$ cat src/xcfp_pkg.sv
// Shared types and constants for the XOR-checked frame parser.
package xcfp_pkg;

  localparam logic [7:0] MAX_PAYLOAD     = 8'd76;
  localparam logic [7:0] START_BYTE_RST  = 8'hAA;

  typedef enum logic [2:0] {
    ST_PAYLOAD  = 3'd0,
    ST_GOOD     = 3'd1,
    ST_BADSUM   = 3'd2,
    ST_BADSTART = 3'd3,
    ST_TOOLONG  = 3'd4
  } status_e;

  typedef enum logic [4:0] {
    PH_WAIT  = 5'b00001,
    PH_LEN   = 5'b00010,
    PH_TYPE  = 5'b00100,
    PH_DATA  = 5'b01000,
    PH_CHECK = 5'b10000
  } phase_e;

  typedef struct packed {
    logic [7:0] rx_byte;
    logic       packet_first;
  } in_item_t;

  typedef struct packed {
    status_e    status;
    logic [7:0] data_byte;
    logic [7:0] frame_type;
    logic [7:0] frame_length;
  } out_item_t;

endpackage

$ cat src/xcfp_in_stage.sv
// Input register stage: holds one accepted item for the parser.
module xcfp_in_stage (
  input  logic              clk_i,
  input  logic              rst_ni,
  input  logic              in_valid_i,
  output logic              in_ready_o,
  input  xcfp_pkg::in_item_t in_item_i,
  input  logic              advance_i,
  output logic              item_valid_o,
  output xcfp_pkg::in_item_t item_o
);
  import xcfp_pkg::*;

  logic     valid_d, valid_q;
  in_item_t item_q;
  logic     load;

  assign in_ready_o = !valid_q || advance_i;
  assign load       = in_valid_i && in_ready_o;

  always_comb begin
    valid_d = valid_q;
    if (load) begin
      valid_d = 1'b1;
    end else if (advance_i) begin
      valid_d = 1'b0;
    end
  end

  always_ff @(posedge clk_i or negedge rst_ni) begin
    if (!rst_ni) begin
      valid_q <= 1'b0;
    end else begin
      valid_q <= valid_d;
    end
  end

  always_ff @(posedge clk_i) begin
    if (load) begin
      item_q <= in_item_i;
    end
  end

  assign item_valid_o = valid_q;
  assign item_o       = item_q;

endmodule

$ cat src/xcfp_parser.sv
// Frame state machine: per-byte state update and result generation.
module xcfp_parser (
  input  logic               clk_i,
  input  logic               rst_ni,
  input  logic               cfg_we_i,
  input  logic [7:0]         cfg_data_i,
  input  logic               item_valid_i,
  input  xcfp_pkg::in_item_t item_i,
  input  logic               out_free_i,
  output logic               advance_o,
  output logic               res_valid_o,
  output xcfp_pkg::out_item_t res_o
);
  import xcfp_pkg::*;

  phase_e     phase_d, phase_q;
  logic [7:0] left_d, left_q;
  logic [7:0] xor_d, xor_q;
  logic [7:0] type_d, type_q;
  logic [7:0] len_d, len_q;
  logic [7:0] start_q;
  logic [7:0] b;
  logic [7:0] left_dec;

  assign b        = item_i.rx_byte;
  assign left_dec = left_q - 8'd1;

  always_comb begin
    phase_d     = phase_q;
    left_d      = left_q;
    xor_d       = xor_q;
    type_d      = type_q;
    len_d       = len_q;
    res_valid_o = 1'b0;
    res_o       = '{status: ST_PAYLOAD, data_byte: 8'd0, frame_type: 8'd0,
                    frame_length: 8'd0};
    if (item_i.packet_first) begin
      if (b != start_q) begin
        phase_d     = PH_WAIT;
        res_valid_o = 1'b1;
        res_o.status = ST_BADSTART;
      end else begin
        phase_d = PH_LEN;
      end
    end else begin
      case (phase_q)
        PH_LEN: begin
          if (b > MAX_PAYLOAD) begin
            phase_d            = PH_WAIT;
            res_valid_o        = 1'b1;
            res_o.status       = ST_TOOLONG;
            res_o.frame_length = b;
          end else begin
            len_d   = b;
            left_d  = b;
            xor_d   = 8'd0;
            phase_d = PH_TYPE;
          end
        end
        PH_TYPE: begin
          type_d  = b;
          phase_d = (left_q == 8'd0) ? PH_CHECK : PH_DATA;
        end
        PH_DATA: begin
          xor_d  = xor_q ^ b;
          left_d = left_dec;
          if (left_dec == 8'd0) begin
            phase_d = PH_CHECK;
          end
          res_valid_o        = 1'b1;
          res_o.status       = ST_PAYLOAD;
          res_o.data_byte    = b;
          res_o.frame_type   = type_q;
          res_o.frame_length = len_q;
        end
        PH_CHECK: begin
          phase_d            = PH_WAIT;
          res_valid_o        = 1'b1;
          res_o.status       = (b == xor_q) ? ST_GOOD : ST_BADSUM;
          res_o.frame_type   = type_q;
          res_o.frame_length = len_q;
        end
        default: begin
          phase_d = PH_WAIT;
        end
      endcase
    end
  end

  assign advance_o = item_valid_i && (!res_valid_o || out_free_i);

  always_ff @(posedge clk_i or negedge rst_ni) begin
    if (!rst_ni) begin
      phase_q <= PH_WAIT;
      left_q  <= 8'd0;
      xor_q   <= 8'd0;
      type_q  <= 8'd0;
      len_q   <= 8'd0;
    end else if (advance_o) begin
      phase_q <= phase_d;
      left_q  <= left_d;
      xor_q   <= xor_d;
      type_q  <= type_d;
      len_q   <= len_d;
    end
  end

  always_ff @(posedge clk_i or negedge rst_ni) begin
    if (!rst_ni) begin
      start_q <= START_BYTE_RST;
    end else if (cfg_we_i) begin
      start_q <= cfg_data_i;
    end
  end

endmodule

$ cat src/xcfp_out_stage.sv
// Output register stage: holds one result item until the consumer takes it.
module xcfp_out_stage (
  input  logic                clk_i,
  input  logic                rst_ni,
  input  logic                res_valid_i,
  input  xcfp_pkg::out_item_t res_i,
  input  logic                advance_i,
  output logic                out_free_o,
  output logic                out_valid_o,
  input  logic                out_ready_i,
  output xcfp_pkg::out_item_t out_item_o
);
  import xcfp_pkg::*;

  logic      valid_d, valid_q;
  out_item_t item_q;
  logic      load;

  assign out_free_o = !valid_q || out_ready_i;
  assign load       = advance_i && res_valid_i;

  always_comb begin
    valid_d = valid_q;
    if (load) begin
      valid_d = 1'b1;
    end else if (out_ready_i) begin
      valid_d = 1'b0;
    end
  end

  always_ff @(posedge clk_i or negedge rst_ni) begin
    if (!rst_ni) begin
      valid_q <= 1'b0;
    end else begin
      valid_q <= valid_d;
    end
  end

  always_ff @(posedge clk_i) begin
    if (load) begin
      item_q <= res_i;
    end
  end

  assign out_valid_o = valid_q;
  assign out_item_o  = item_q;

endmodule

$ cat src/xor_checked_frame_parser.sv
// Top level of the XOR-checked frame parser.
// Throughput: one byte per cycle while the output is not stalled; input and
// output registers with the parser state update between them set that figure.
// Reset: asynchronous, active low; parser waits for a packet start and
// the start byte register returns to 0xAA.
module xor_checked_frame_parser (
  input  logic                clk_i,
  input  logic                rst_ni,
  input  logic                cfg_we_i,
  input  logic [7:0]          cfg_data_i,
  input  logic                in_valid_i,
  output logic                in_ready_o,
  input  xcfp_pkg::in_item_t  in_item_i,
  output logic                out_valid_o,
  input  logic                out_ready_i,
  output xcfp_pkg::out_item_t out_item_o
);
  import xcfp_pkg::*;

  logic      item_valid;
  in_item_t  item;
  logic      advance;
  logic      out_free;
  logic      res_valid;
  out_item_t res;

  xcfp_in_stage u_in (
    .clk_i       (clk_i),
    .rst_ni      (rst_ni),
    .in_valid_i  (in_valid_i),
    .in_ready_o  (in_ready_o),
    .in_item_i   (in_item_i),
    .advance_i   (advance),
    .item_valid_o(item_valid),
    .item_o      (item)
  );

  xcfp_parser u_parser (
    .clk_i       (clk_i),
    .rst_ni      (rst_ni),
    .cfg_we_i    (cfg_we_i),
    .cfg_data_i  (cfg_data_i),
    .item_valid_i(item_valid),
    .item_i      (item),
    .out_free_i  (out_free),
    .advance_o   (advance),
    .res_valid_o (res_valid),
    .res_o       (res)
  );

  xcfp_out_stage u_out (
    .clk_i      (clk_i),
    .rst_ni     (rst_ni),
    .res_valid_i(res_valid),
    .res_i      (res),
    .advance_i  (advance),
    .out_free_o (out_free),
    .out_valid_o(out_valid_o),
    .out_ready_i(out_ready_i),
    .out_item_o (out_item_o)
  );

endmodule

$ cat config.mk
export PLATFORM = sky130hd
export DESIGN_NAME = xor_checked_frame_parser
export DESIGN_NICKNAME = d
export VERILOG_FILES = /design/src/xcfp_pkg.sv /design/src/xcfp_in_stage.sv /design/src/xcfp_parser.sv /design/src/xcfp_out_stage.sv /design/src/xor_checked_frame_parser.sv
export SDC_FILE = /design/constraint.sdc
export NUM_CORES = 1
export LEC_CHECK = 0
export ABC_CLOCK_PERIOD_IN_PS = 3500
export BUFFER_PORTS_ARGS = -buffer_cell sky130_fd_sc_hd__buf_2
export CORE_ASPECT_RATIO = 0.75
export CORE_MARGIN = 5
export CORE_UTILIZATION = 40
export CTS_CLUSTER_DIAMETER = 30
export DETAILED_ROUTE_END_ITERATION = 10
export HOLD_SLACK_MARGIN = 0.15
export SYNTH_ARGS = -nofsm -noshare
export SYNTH_HDL_FRONTEND = slang
export SYNTH_HIERARCHICAL = 1
export SYNTH_SLANG_ARGS = --single-unit
$ cat constraint.sdc
create_clock -name clk_i -period 3.5 [get_ports clk_i]
set_input_delay 0.525 -clock clk_i [delete_from_list [all_inputs] [get_ports clk_i]]
set_output_delay 0.525 -clock clk_i [all_outputs]
set_load 0.01 [all_outputs]
-- Yosys cells after proc, flatten, opt, wreduce, memory -nomap -nowiden
Cells that the tools add are included.
- flip-flop bits (word level): 83
- latch bits: 0
- bits in writable memories: 0
- bits in read-only memories: 0
- output and inout port bits: 29
- logic and storage cells: 75
- memories: 0
- add/sub/neg operators: 1
- $mul: 0
- div/mod/pow operators: 0
- $lt $le $gt $ge: 1
- equality and inequality tests: 8
- shift-type cells: 0
- mux-type cells: 25
- bitwise operators: 5
- reduce and logical (&&, ||, !) cells: 21
- operator list (cell ; count):
    one-hot mux 8 bit (2 select lines) ; 3
    2-to-1 mux 8 bit ; 3
    zero test 8 bit ; 2
    2-to-1 mux 5 bit ; 3
    one-hot mux 5 bit (3 select lines) ; 1
    2-to-1 mux 3 bit ; 3
    equality test 8 bit ; 1
    greater-than comparator 8 x 7 -> 1 bit (second input constant) ; 1
    != test 8 bit ; 1
    AND reduction 4 bit ; 2
    subtractor 8 x 1 -> 8 bit (second input constant) ; 1
    XOR 8 bit ; 1
    2-to-1 mux 1 bit ; 7
    2-to-1 mux 2 bit ; 3
    one-hot mux 3 bit (2 select lines) ; 1
    nonzero test 2 bit ; 3
    OR reduction 2 bit ; 3
    equality test 5 x 2 -> 1 bit (second input constant) ; 1
    equality test 5 x 3 -> 1 bit (second input constant) ; 1
    equality test 5 x 4 -> 1 bit (second input constant) ; 1
    equality test 5 bit (second input constant) ; 1
    NOT 1 bit ; 4
    logical AND 1 bit ; 3
    zero test 1 bit ; 3
    other kinds (6) ; 8

-- Logic depth before layout (Yosys ltp)
Gate-level depths: netlist of run 1.
- word-level depth: 10
- mapped depth: 9
- mapped depth without buffers: 7

-- Cells and area by module
The synthesis of run 1 kept the hierarchy.
- modules (own cells, without submodules) (module ; times used ; cells each ; area each (um^2)):
    xcfp_parser ; 1 ; 276 ; 2831.5
    xcfp_out_stage ; 1 ; 32 ; 863.3
    xcfp_in_stage ; 1 ; 13 ; 324.1

-- Least setup slack after synthesis of run 1
Ideal clock, no wire load.
- path kind: reg-to-reg
- start: reg u_parser.phase_q[4]
- end: reg u_out.item_q (netlist bit u_out/out_item_o[0]) (enable)
- library setup time: 0.382 ns
- data arrival time: 2.224 ns
- required time: 3.118 ns
- setup slack: 0.894 ns
- stages on the path, launching flop included: 8
- path buffers: 2
- cells stage by stage: dfrtp_1 buf_6 or4_1 a311oi_2 buf_6 o32a_4 nand2_1 inv_1
- cells in the longest elaborated chain, start to end: 8
- elaborated cells between the ends (all ways): 10
- ends and longest elaborated chain (item ; RTL line ; text):
    start: declaration ; xcfp_parser.sv:16 ; phase_e phase_d, phase_q;
    start signal: assignment ; xcfp_parser.sv:100 ; phase_q <= phase_d;
    equality test 5 x 4 -> 1 bit or equality test 5 bit (tied branches) ; xcfp_parser.sv:46 ; case (phase_q)
    OR reduction 2 bit (no source line) ; - ;
    one-hot mux 1 bit (2 select lines) * ; xcfp_parser.sv:46 ;
    2-to-1 mux 1 bit * ; xcfp_parser.sv:37 ; if (item_i.packet_first) begin
    net res_valid ; xor_checked_frame_parser.sv:24 ; logic res_valid;
    zero test 1 bit ; xcfp_parser.sv:90 ; assign advance_o = item_valid_i && (!res_valid_o || out_free_i);
    logical OR 1 bit ; xcfp_parser.sv:90 ;
    logical AND 1 bit ; xcfp_parser.sv:90 ;
    logical AND 1 bit * ; xcfp_out_stage.sv:20 ; assign load = advance_i && res_valid_i;
    net u_out.load ; xcfp_out_stage.sv:17 ; logic load;
    end signal: assignment ; xcfp_out_stage.sv:41 ; item_q <= res_i;
    end: declaration ; xcfp_out_stage.sv:16 ; out_item_t item_q;
The timed path passes the listed nets; every way through them passes the cells marked *.
A chain may end at the register's enable or synchronous reset.

-- Worst setup path after layout of run 1
- start: reg u_parser.phase_q[4]
- end: out in_ready_o
- cells in the longest elaborated chain, start to end: 8
- elaborated cells between the ends (all ways): 10
- ends and longest elaborated chain (item ; RTL line ; text):
    equality test 5 x 4 -> 1 bit or equality test 5 bit (tied branches) ; xcfp_parser.sv:46 ;
    OR reduction 2 bit (no source line) ; - ;
    one-hot mux 1 bit (2 select lines) * ; xcfp_parser.sv:46 ;
    2-to-1 mux 1 bit * ; xcfp_parser.sv:37 ;
    net res_valid ; xor_checked_frame_parser.sv:24 ;
    zero test 1 bit * ; xcfp_parser.sv:90 ;
    logical OR 1 bit * ; xcfp_parser.sv:90 ;
    logical AND 1 bit * ; xcfp_parser.sv:90 ;
    net advance ; xor_checked_frame_parser.sv:22 ; logic advance;
    logical OR 1 bit * ; xcfp_in_stage.sv:18 ; assign in_ready_o = !valid_q || advance_i;
    end: declaration ; xor_checked_frame_parser.sv:12 ; output logic in_ready_o,
Marks and branches as above.

==> results of run 1 <==
==> synthesized netlist by cell type, types with 7 or more instances <==
cell	count	area share
edfxtp_1	36	0.27
xnor2_1	19	0.041
buf_6	7	0.020
mux2_2	22	0.062
a22oi_1	7	0.013
nor3b_1	16	0.030
nand2_1	11	0.010
a211o_1	8	0.017
dfrtp_1	42	0.26
clkbuf_1	8	0.0075
inv_1	9	0.0084
nor2_1	25	0.023
and3_1	17	0.026
==> worst max-delay path, stage by stage (launching register included) <==
cell      delay, ns
dfrtp_1        0.47
or4_1          0.55
a311oi_2       0.25
buf_4          0.23
o32a_4         0.19
a21o_4         0.14
inv_2          0.05
nand2b_4       0.14
buf_2          0.14
==> kinds of logic (layout without fill, tap and decap cells) <==
kind of cell               Yosys count  count (layout)
AOI/OAI and AO/OA                   57              57
and+or+nand+nor                    103             103
xor gates and xnor gates            19              19
muxes                               26              26
buffers and inverters               30              82
DFF                                 83              83
adders and majority gates            3               3
==> worst max path at each step <==
stage,startpoint,endpoint,cells past startpoint
floorplan,u_parser/phase_q[4]$_DFFE_PN0P_,u_out/out_item_o[0]$_DFFE_PP_,7
global placement,u_parser/phase_q[4]$_DFFE_PN0P_,u_parser/left_q[6]$_DFFE_PN0P_,6
detailed placement,u_parser/phase_q[4]$_DFFE_PN0P_,u_parser/left_q[1]$_DFFE_PN0P_,6
CTS,u_parser/phase_q[4]$_DFFE_PN0P_,in_ready_o,8
global route,u_in/item_o[0]$_DFFE_PP_,in_ready_o,7
finish,u_parser/phase_q[4]$_DFFE_PN0P_,in_ready_o,8
==> where the power goes <==
| part | total, uW | internal (uW) | switching (uW) |
|---|---|---|---|
| Clock | 971 | 597 | 374 |
| Sequential | 1140 | 1090 | 50.0 |
| Combinational | 239 | 99.1 | 140 |
==> metal layers <==
metal	part of all wire	up-vias	routed length, um	global-route usage
li1	-	1286	-	-
met1	0.48	1287	4210	0.216
met2	0.44	82	3810	0.204
met3	0.080	4	699	0.0485
met4	0.0031	0	27	0.0396
met5	0	-	0	0
==> through the flow <==
step / instances / total power, uW / area, um2 / utilization
after floorplan: 321 / 1310 / 4020 / -
after global placement: 489 / 1400 / 4330 / 0.445
after detailed placement: 489 / 1400 / 4330 / 0.445
after CTS: 505 / 2370 / 4650 / 0.477
after global routing: 505 / 2450 / 4650 / 0.477
final: 505 / 2350 / 4650 / 0.477
==> cell type report <==
cell class | count | area, um2 | share of cell area
inverter | 10 | 37.5 | 0.00808
tap | 132 | 165 | 0.0356
timing repair buffer | 56 | 295 | 0.0636
clock inverter | 4 | 56.3 | 0.0121
multi-input combinational | 208 | 1570 | 0.338
clock buffer | 12 | 256 | 0.0552
sequential | 83 | 2260 | 0.487
==> state kept, by name, summed over array words and instances (netlist names) <==
signal	cells
u_parser/xor_q	8
u_parser/start_q	8
u_parser/phase_q	5
u_in/item_o	9
u_parser/left_q	8
u_out/out_item_o	27
u_in/item_valid_o	1
u_parser/type_q	8
u_parser/len_q	8
u_out/out_valid_o	1
==> impl_metrics.py, run 1 <==
metrics = {
    "detailed_routing": {
        "drc": 0,
        "wl_per_cell_um": 17.3,
        "initialDrtViolationCount": 178,
        "drt_pass1_iterations": 4,
        "viasPerCell": 5.27,
        "wl_mm": 8.74,
        "drtAntennaViolNets": 0,
        "num_vias": 2659,
    },
    "floorplanning": {
        "start_util": 0.413,
        "ios": 51,
        "die_area_um2": 12200,
        "die_h_um": 96.8,
        "core_um2": 9740,
        "die_w_um": 126,
        "row_count": 31,
    },
    "finish": {
        "final_common_cell": "buf_2",
        "area_growth_pct": 15.6,
        "drive_gt1_frac": 0.306,
        "final_cell_mix": "50 x buf_2, 42 x dfrtp_1, 36 x edfxtp_1, 25 x nor2_1, 22 x mux2_2",
        "antennaDiodeCount": 0,
        "nets": 393,
        "fillers": 904,
    },
    "global_routing": {
        "grt_overflow": 0,
        "grt_max_degree": 48,
        "antenna_found_initial": 0,
        "grt_pass1_wl_mm": 14.2,
        "grt_pass1_vias": 2604,
        "grt_usage": 0.146,
    },
    "yosys": {
        "synth_top_family_by_area": "simple AND/OR/NAND/NOR gates",
        "synthFlopType": "dfrtp_1",
        "synth_mux_area_frac": 0.0735,
        "yosysUniqueCellTypes": 64,
        "synthCells": 321,
        "synth_nets": 346,
        "syn_area_um2": 4020,
        "ys_ff_latch": 83,
        "yosys.area_share.adder": 0.00934,
        "synth_xor_area_frac": 0.0414,
        "synthSimpleGateAreaFrac": 0.153,
        "synth_compound_area_frac": 0.114,
        "yosysSeqAreaShare": 0.563,
        "synth_edf_count": 36,
        "yosysWarnings": 6,
        "syn_area_per_cell_um2": 12.5,
        "async_flop_share": 0.566,
    },
    "clock_network": {
        "clockRootBuffer": "clkbuf_16",
        "cts_max_level": 3,
        "post_cts_resized": 0,
        "clockBufferDepth": 2,
        "cts.sinks": 83,
        "cts_made_buffers": 9,
        "holdBufCountCts": 0,
        "clk_latency_ns": 0.34,
        "post_cts_buffers": 0,
        "cts_tree": "built",
        "clk_pin_slew_worst_paths_ns": 0.06,
    },
    "sta": {
        "slew_headroom": 0.282,
        "max_freq_ghz": 0.332,
        "tightest_slew_ns": 1.08,
        "finalSetupTns_ns": 0,
        "setup-violations-final": 0,
        "fin_crit_ns": 3.01,
        "period_share": 0.861,
        "layout_setup_ws_ns": 0.486,
        "whs_ns": 0.362,
        "slew_violations": 0,
        "skew_ns": 0.00998,
        "final_hold_viol_count": 0,
        "rsz0062_at_grt": "false",
    },
    "min_path": {
        "hold_depth": 1,
        "hold_start": "in_item_i[1]",
        "holdCritPathClass": "input pin to register",
        "worstHoldEndpoint": "u_in/item_o[1]$_DFFE_PP_",
    },
    "outcome": {
        "status": "complete, no violations",
    },
    "setup_path": {
        "r2r_slack_ns": 0.81,
        "crit_type": "register to output port",
        "reg2reg_from": "u_parser/phase_q[4]$_DFFE_PN0P_",
        "endpoint_kind": "output port",
        "reg2reg_depth": 6,
        "cp_data_required_time_ns": 2.97,
        "reg2reg_to": "u_parser/left_q[1]$_DFFE_PN0P_",
        "cp_max_fo": 11,
        "cp-start-kind": "register",
        "cp_data_arrival_time_ns": 2.49,
    },
    "pwr": {
        "power_density_nw_per_um2": 506,
        "ir_worst_vdd_mv": 0.316,
        "p_leak_uw": 0.00199,
    },
    "run": {
        "drv_cap": 0,
    },
    "placed_design": {
        "post-place-ws_ns": 0.818,
        "dp_hpwl_mm": 6.07,
        "port_buffers": 50,
        "globalplace.congestion": 0.909,
    },
}
(Power assumes the default switching activity.)
==> run 2, diff against run 1 <==
--- a/config.mk
+++ b/config.mk
@@ -7,5 +7,4 @@
 export LEC_CHECK = 0
 export ABC_CLOCK_PERIOD_IN_PS = 3500
-export BUFFER_PORTS_ARGS = -buffer_cell sky130_fd_sc_hd__buf_2
 export CORE_ASPECT_RATIO = 0.75
 export CORE_MARGIN = 5
@@ -13,4 +12,5 @@
 export CTS_CLUSTER_DIAMETER = 30
 export DETAILED_ROUTE_END_ITERATION = 10
+export DONT_BUFFER_PORTS = 1
 export HOLD_SLACK_MARGIN = 0.15
 export SYNTH_ARGS = -nofsm -noshare
==> constraint.sdc (replaced) <==
create_clock -name clk_i -period 3.5 [get_ports clk_i]
set_input_delay 0.35 -clock clk_i [delete_from_list [all_inputs] [get_ports clk_i]]
set_output_delay 0.35 -clock clk_i [all_outputs]
set_load 0.01 [all_outputs]
==> run 2 against run 1 <==
Against the previous run:
- sequential cell count unchanged
- clock skew down 0.0038 ns
- fmax up 9.5%
- die area unchanged
- total power down 5.6%
- worst setup slack better by 0.26 ns
- register-to-register slack better by 0.04 ns
- sequential power about the same
- final cell count down 7.7%
- count of clock-buffer cells in the layout down 1
- via count down 3.9%
- highest routed layer unchanged
==> impl_metrics.py, run 2 (synthesis gave the netlist of run 1 again) <==
metrics = {
    "placed_design": {
        "globalplace.congestion": 0.876,
        "port_buffers": 0,
        "dp.cells": 438,
        "postPlaceCellArea_um2": 4080,
        "dp_hpwl_mm": 6.14,
    },
    "clock_network": {
        "clk_latency_ns": 0.34,
        "clockRootBuffer": "clkbuf_16",
        "cts.sinks": 83,
        "clockBufferDepth": 2,
        "cts_tree": "built",
        "post_cts_resized": 0,
        "cts_max_level": 3,
        "cts_made_buffers": 9,
        "clk_pin_slew_worst_paths_ns": 0.06,
        "holdBufCountCts": 12,
        "post_cts_buffers": 0,
    },
    "sta": {
        "setup-violations-final": 0,
        "slew_violations": 0,
        "tightest_slew_ns": 0.627,
        "slew_headroom": 0.582,
        "finalSetupTns_ns": 0,
        "max_freq_ghz": 0.363,
        "period_share": 0.786,
        "rsz0062_at_grt": "false",
        "final_hold_viol_count": 0,
        "skew_ns": 0.00614,
        "fin_crit_ns": 2.75,
    },
    "pwr": {
        "ir_worst_vdd_mv": 0.301,
        "power_density_nw_per_um2": 493,
        "p_leak_uw": 0.00182,
        "finalPower_uw": 2220,
    },
    "detailed_routing": {
        "viasPerCell": 5.48,
        "num_vias": 2555,
        "drtAntennaViolNets": 0,
        "wl_per_cell_um": 18.7,
        "wl_mm": 8.70,
        "initialDrtViolationCount": 170,
        "drc": 0,
        "drt_pass1_iterations": 4,
    },
    "setup_path": {
        "cp_data_arrival_time_ns": 2.40,
        "cp_top_family": "simple AND/OR/NAND/NOR gates",
        "cp-start-kind": "register",
        "cp_data_required_time_ns": 3.15,
        "path_buf_inv": 2,
        "slowest_delay_ns": 0.55,
        "crit_type": "register to output port",
        "cp_max_fo": 10,
        "crit_chain": "or4_1 > a311oi_2 > buf_4 > o32a_4 > a21o_4 > inv_2 > nand2b_4",
        "endpoint_kind": "output port",
        "critPathSlowestCell": "or4_1",
    },
    "finish": {
        "fin_util": 0.462,
        "final_cell_mix": "42 x dfrtp_1, 36 x edfxtp_1, 25 x nor2_1, 22 x mux2_2, 19 x xnor2_1",
        "nets": 354,
        "drive_gt1_frac": 0.192,
        "fillers": 885,
        "largest_reg_flops": 27,
        "area_growth_pct": 11.8,
        "antennaDiodeCount": 0,
        "instances_no_fill": 466,
        "final_common_cell": "dfrtp_1",
        "design_area_um2": 4490,
    },
    "outcome": {
        "status": "complete, no violations",
    },
    "global_routing": {
        "grt_pass1_wl_mm": 14.1,
        "grt_pass1_vias": 2514,
        "grt_usage": 0.146,
        "grt_overflow": 0,
        "antenna_found_initial": 0,
        "grt_max_degree": 48,
    },
    "floorplanning": {
        "row_count": 31,
        "die_h_um": 96.8,
        "core_um2": 9740,
        "ios": 51,
        "start_util": 0.413,
        "die_w_um": 126,
        "die_area_um2": 12200,
    },
    "min_path": {
        "holdCritPathClass": "input pin to register",
    },
    "run": {
        "drv_cap": 0,
    },
}
-- run 2: cell types whose count changed in the layout (fill, tap and decap cells not counted) --
cell           delta
clkinvlp_4        +2
buf_2            -50
clkbuf_8          -1
dlygate4sd3_1    +11
buf_16            +1
bufinv_16         -1
clkinv_2          +1
buf_4             -1
clkinv_4          -1
-- run 2: final cells by class --
type | instances | area [um2] | area share
repair buffers | 17 | 175 | 0.0390
inverters | 10 | 37.5 | 0.00835
clock buffers | 11 | 243 | 0.0540
well taps | 132 | 165 | 0.0368
multi-input cells | 208 | 1570 | 0.350
clock inverters | 5 | 37.5 | 0.00835
flip-flops and latches | 83 | 2260 | 0.504
-- run 2: layer usage --
metal / GRT usage / vias up / wire length [um] / part of all wire
met3: 0.0441 / 10 / 418 / 0.048
met1: 0.220 / 1270 / 4410 / 0.51
met5: 0 / - / 0 / 0
li1: - / 1208 / - / -
met2: 0.205 / 67 / 3780 / 0.43
met4: 0.0363 / 0 / 90 / 0.010
-- run 2: path summary, 6_finish.rpt --
path                                                  from                         endpoint  slack [ns]  cells after the start
min reg2reg                 u_parser/type_q[7]$_DFFE_PN0P_   u_parser/type_q[7]$_DFFE_PN0P_        0.47                      2
max in group asynchronous                           rst_ni  u_parser/phase_q[0]$_DFFE_PN1P_        2.68                      2
max reg2reg                       u_in/item_o[2]$_DFFE_PP_   u_out/out_item_o[12]$_DFFE_PP_        0.85                      8
min                                          cfg_data_i[7]  u_parser/start_q[7]$_DFFE_PN1P_        0.17                      1
min in group asynchronous                           rst_ni   u_parser/type_q[3]$_DFFE_PN0P_        0.56                      2
max                        u_parser/phase_q[4]$_DFFE_PN0P_                       in_ready_o        0.75                      7
-- run 2: worst register-to-register path, cell delays in order (launching register included) --
cell      delay [ns]
edfxtp_1        0.61
xnor2_1         0.28
nand4_1         0.23
o32a_4          0.43
a21o_4          0.24
inv_2           0.08
nand2_1         0.08
inv_1           0.06
buf_4           0.31
-- run 2: stage by stage --
step	hold slack, ns	setup slack (ns)
finish	0.166	0.748
global placement	0.0561	0.769
CTS	0.156	0.752
floorplan	0.0544	0.894
detailed placement	0.0562	0.816
global route	0.161	0.674
-- run 2: where the power goes --
part	leakage (uW)	switching [uW]	total [uW]	internal, uW
combinational	0.000734	102	181	79.0
clock	0.000132	362	864	502
sequential	0.000949	80.0	1170	1090
total	0.00182	544	2220	1670
==> run 3, diff against run 2 <==
Settings changed: ABC_CLOCK_PERIOD_IN_PS 3500 to 2600.
Clock period 3.5 ns to 2.6 ns, I/O delays scaled along.
==> run 3 against run 2 <==
Against the previous run:
- sequential share of layout area fell by 3.9 points
- non-clock buffer count rose by 35
- count of clock-buffer cells in the layout fell by 1
- first-iteration DRC count fell by 4.1%
- critical path depth fell by 1
- sequential power rose by 32%
- register-to-register slack got worse by 0.70 ns
- final cell count rose by 7.5%
- global-route usage rose by 1.8 points
- critical endpoint unchanged
- largest cell class unchanged
==> impl_metrics.py, run 3 (synthesis gave the netlist of run 1 again) <==
metrics = {
    "clock_network": {
        "cts_max_level": 3,
        "cts.sinks": 83,
        "clk_pin_slew_worst_paths_ns": 0.06,
        "cts_made_buffers": 9,
        "clockRootBuffer": "clkbuf_16",
        "cts_tree": "built",
        "clockBufferDepth": 2,
        "clk_latency_ns": 0.34,
        "post_cts_buffers": 0,
    },
    "global_routing": {
        "grt_pass1_wl_mm": 15.7,
        "grt_overflow": 0,
        "antenna_found_initial": 0,
        "grt_usage": 0.164,
        "grt_max_degree": 48,
        "grt_pass1_vias": 2811,
    },
    "setup_path": {
        "crit_chain": "or4_1 > a311oi_2 > o32a_4 > a21o_4 > inv_2 > nand2b_4",
        "cp_data_required_time_ns": 2.34,
        "crit_type": "register to output port",
        "cp_data_arrival_time_ns": 2.20,
        "critPathSlowestCell": "or4_1",
        "cp_max_fo": 4,
        "slowest_delay_ns": 0.54,
        "cp-start-kind": "register",
        "endpoint_kind": "output port",
    },
    "floorplanning": {
        "ios": 51,
        "core_um2": 9740,
        "die_w_um": 126,
        "start_util": 0.413,
        "die_h_um": 96.8,
        "row_count": 31,
        "die_area_um2": 12200,
    },
    "placed_design": {
        "port_buffers": 0,
        "postPlaceCellArea_um2": 4220,
        "dp_hpwl_mm": 6.67,
        "globalplace.congestion": 0.934,
        "post-place-ws_ns": 0.187,
    },
    "detailed_routing": {
        "viasPerCell": 5.54,
        "drtAntennaViolNets": 0,
        "wl_per_cell_um": 19.4,
        "wl_mm": 9.74,
        "initialDrtViolationCount": 163,
        "drt_pass1_iterations": 5,
        "drc": 0,
        "num_vias": 2778,
    },
    "pwr": {
        "power.switching_uw": 778,
        "pwr-share-comb": 0.102,
        "p_leak_uw": 0.00200,
        "p_seq_frac": 0.463,
        "switching_share": 0.233,
        "clkPwrFrac": 0.435,
        "power_density_nw_per_um2": 687,
        "ir_worst_vdd_mv": 0.439,
        "intPower_uw": 2570,
    },
    "finish": {
        "fillers": 843,
        "nets": 389,
        "final_common_cell": "dfrtp_1",
        "multi_input_area_um2": 1570,
        "drive_gt1_frac": 0.228,
        "final_cell_mix": "42 x dfrtp_1, 36 x edfxtp_1, 28 x dlygate4sd3_1, 25 x nor2_1",
        "fin_util": 0.500,
        "design_area_um2": 4870,
        "area_growth_pct": 21.2,
        "largest_reg_flops": 27,
        "ff_latch_area_um2": 2260,
        "antennaDiodeCount": 0,
    },
    "min_path": {
        "holdCritPathClass": "input pin to register",
    },
    "sta": {
        "slew_headroom": 0.634,
        "slew_violations": 0,
        "max_freq_ghz": 0.406,
        "fin_crit_ns": 2.46,
        "skew_ns": 0.00463,
        "layout_setup_ws_ns": 0.136,
        "setup-violations-final": 0,
        "finalSetupTns_ns": 0,
        "rsz0062_at_grt": "false",
        "final_hold_viol_count": 0,
        "period_share": 0.948,
        "tightest_slew_ns": 0.548,
    },
    "run": {
        "drv_cap": 0,
    },
    "outcome": {
        "status": "complete, no violations",
    },
}
==> run 3: path summary, 6_finish.rpt <==
kind,start,endpoint,slack (ns),cells past startpoint
worst min-delay path,in_valid_i,u_in/item_o[0]$_DFFE_PP_,0.27,1
max in group asynchronous,rst_ni,u_parser/start_q[7]$_DFFE_PN1P_,1.84,2
worst max register to register,u_in/item_o[1]$_DFFE_PP_,u_parser/xor_q[4]$_DFFE_PN0P_,0.15,7
worst min register to register,u_parser/type_q[7]$_DFFE_PN0P_,u_parser/type_q[7]$_DFFE_PN0P_,0.49,2
worst max-delay path,u_parser/phase_q[4]$_DFFE_PN0P_,in_ready_o,0.14,6
min in group asynchronous,rst_ni,u_parser/left_q[6]$_DFFE_PN0P_,0.49,2
==> run 3: stage by stage <==
step	power (uW)	cells	hold slack (ns)
after floorplan	1760	321	-0.0356
after global placement	1850	456	-0.0338
after detailed placement	1850	456	-0.0329
after CTS	3370	501	0.262
after global routing	3460	501	0.260
final	3350	501	0.269
==> run 3: worst max-delay path: cells and delay by family, from the launching register on <==
| kind | cells | cell delay [ns] |
|---|---|---|
| AND/OR/NAND/NOR | 2 | 0.70 |
| AO/OA/AOI/OAI | 3 | 0.68 |
| flip-flops | 1 | 0.43 |
| buffers and inverters | 1 | 0.05 |
==> run 3: what timing repair did <==
item                                   4_1_cts  5_1_grt
hold buffers                                29        0
gates resized for setup                      0        1
setup endpoints to repair                    0       27
endpoints found under the hold margin       66        0
==> run 3: power groups by stage <==
stage	Combinational (uW)	Clock, uW	Sequential, uW
final	341	1460	1550
after global routing	372	1540	1560
after CTS	338	1480	1550
after detailed placement	274	0	1580
after global placement	273	0	1570
after floorplan	213	0	1550
==> run 3: final cells by class <==
class,instances,area share
Timing Repair Buffer,52,0.0994
Sequential cell,83,0.465
Tap cell,132,0.0339
Inverter,10,0.00848
Clock inverter,6,0.0231
Clock buffer,10,0.0470
Multi-Input combinational cell,208,0.323
==> run 3: routing by layer <==
layer,GRT usage,part of all wire,routed length [um]
met1,0.227,0.47,4550
met2,0.249,0.45,4360
met3,0.0556,0.074,724
met4,0.0379,0.011,106
met5,0,0,0
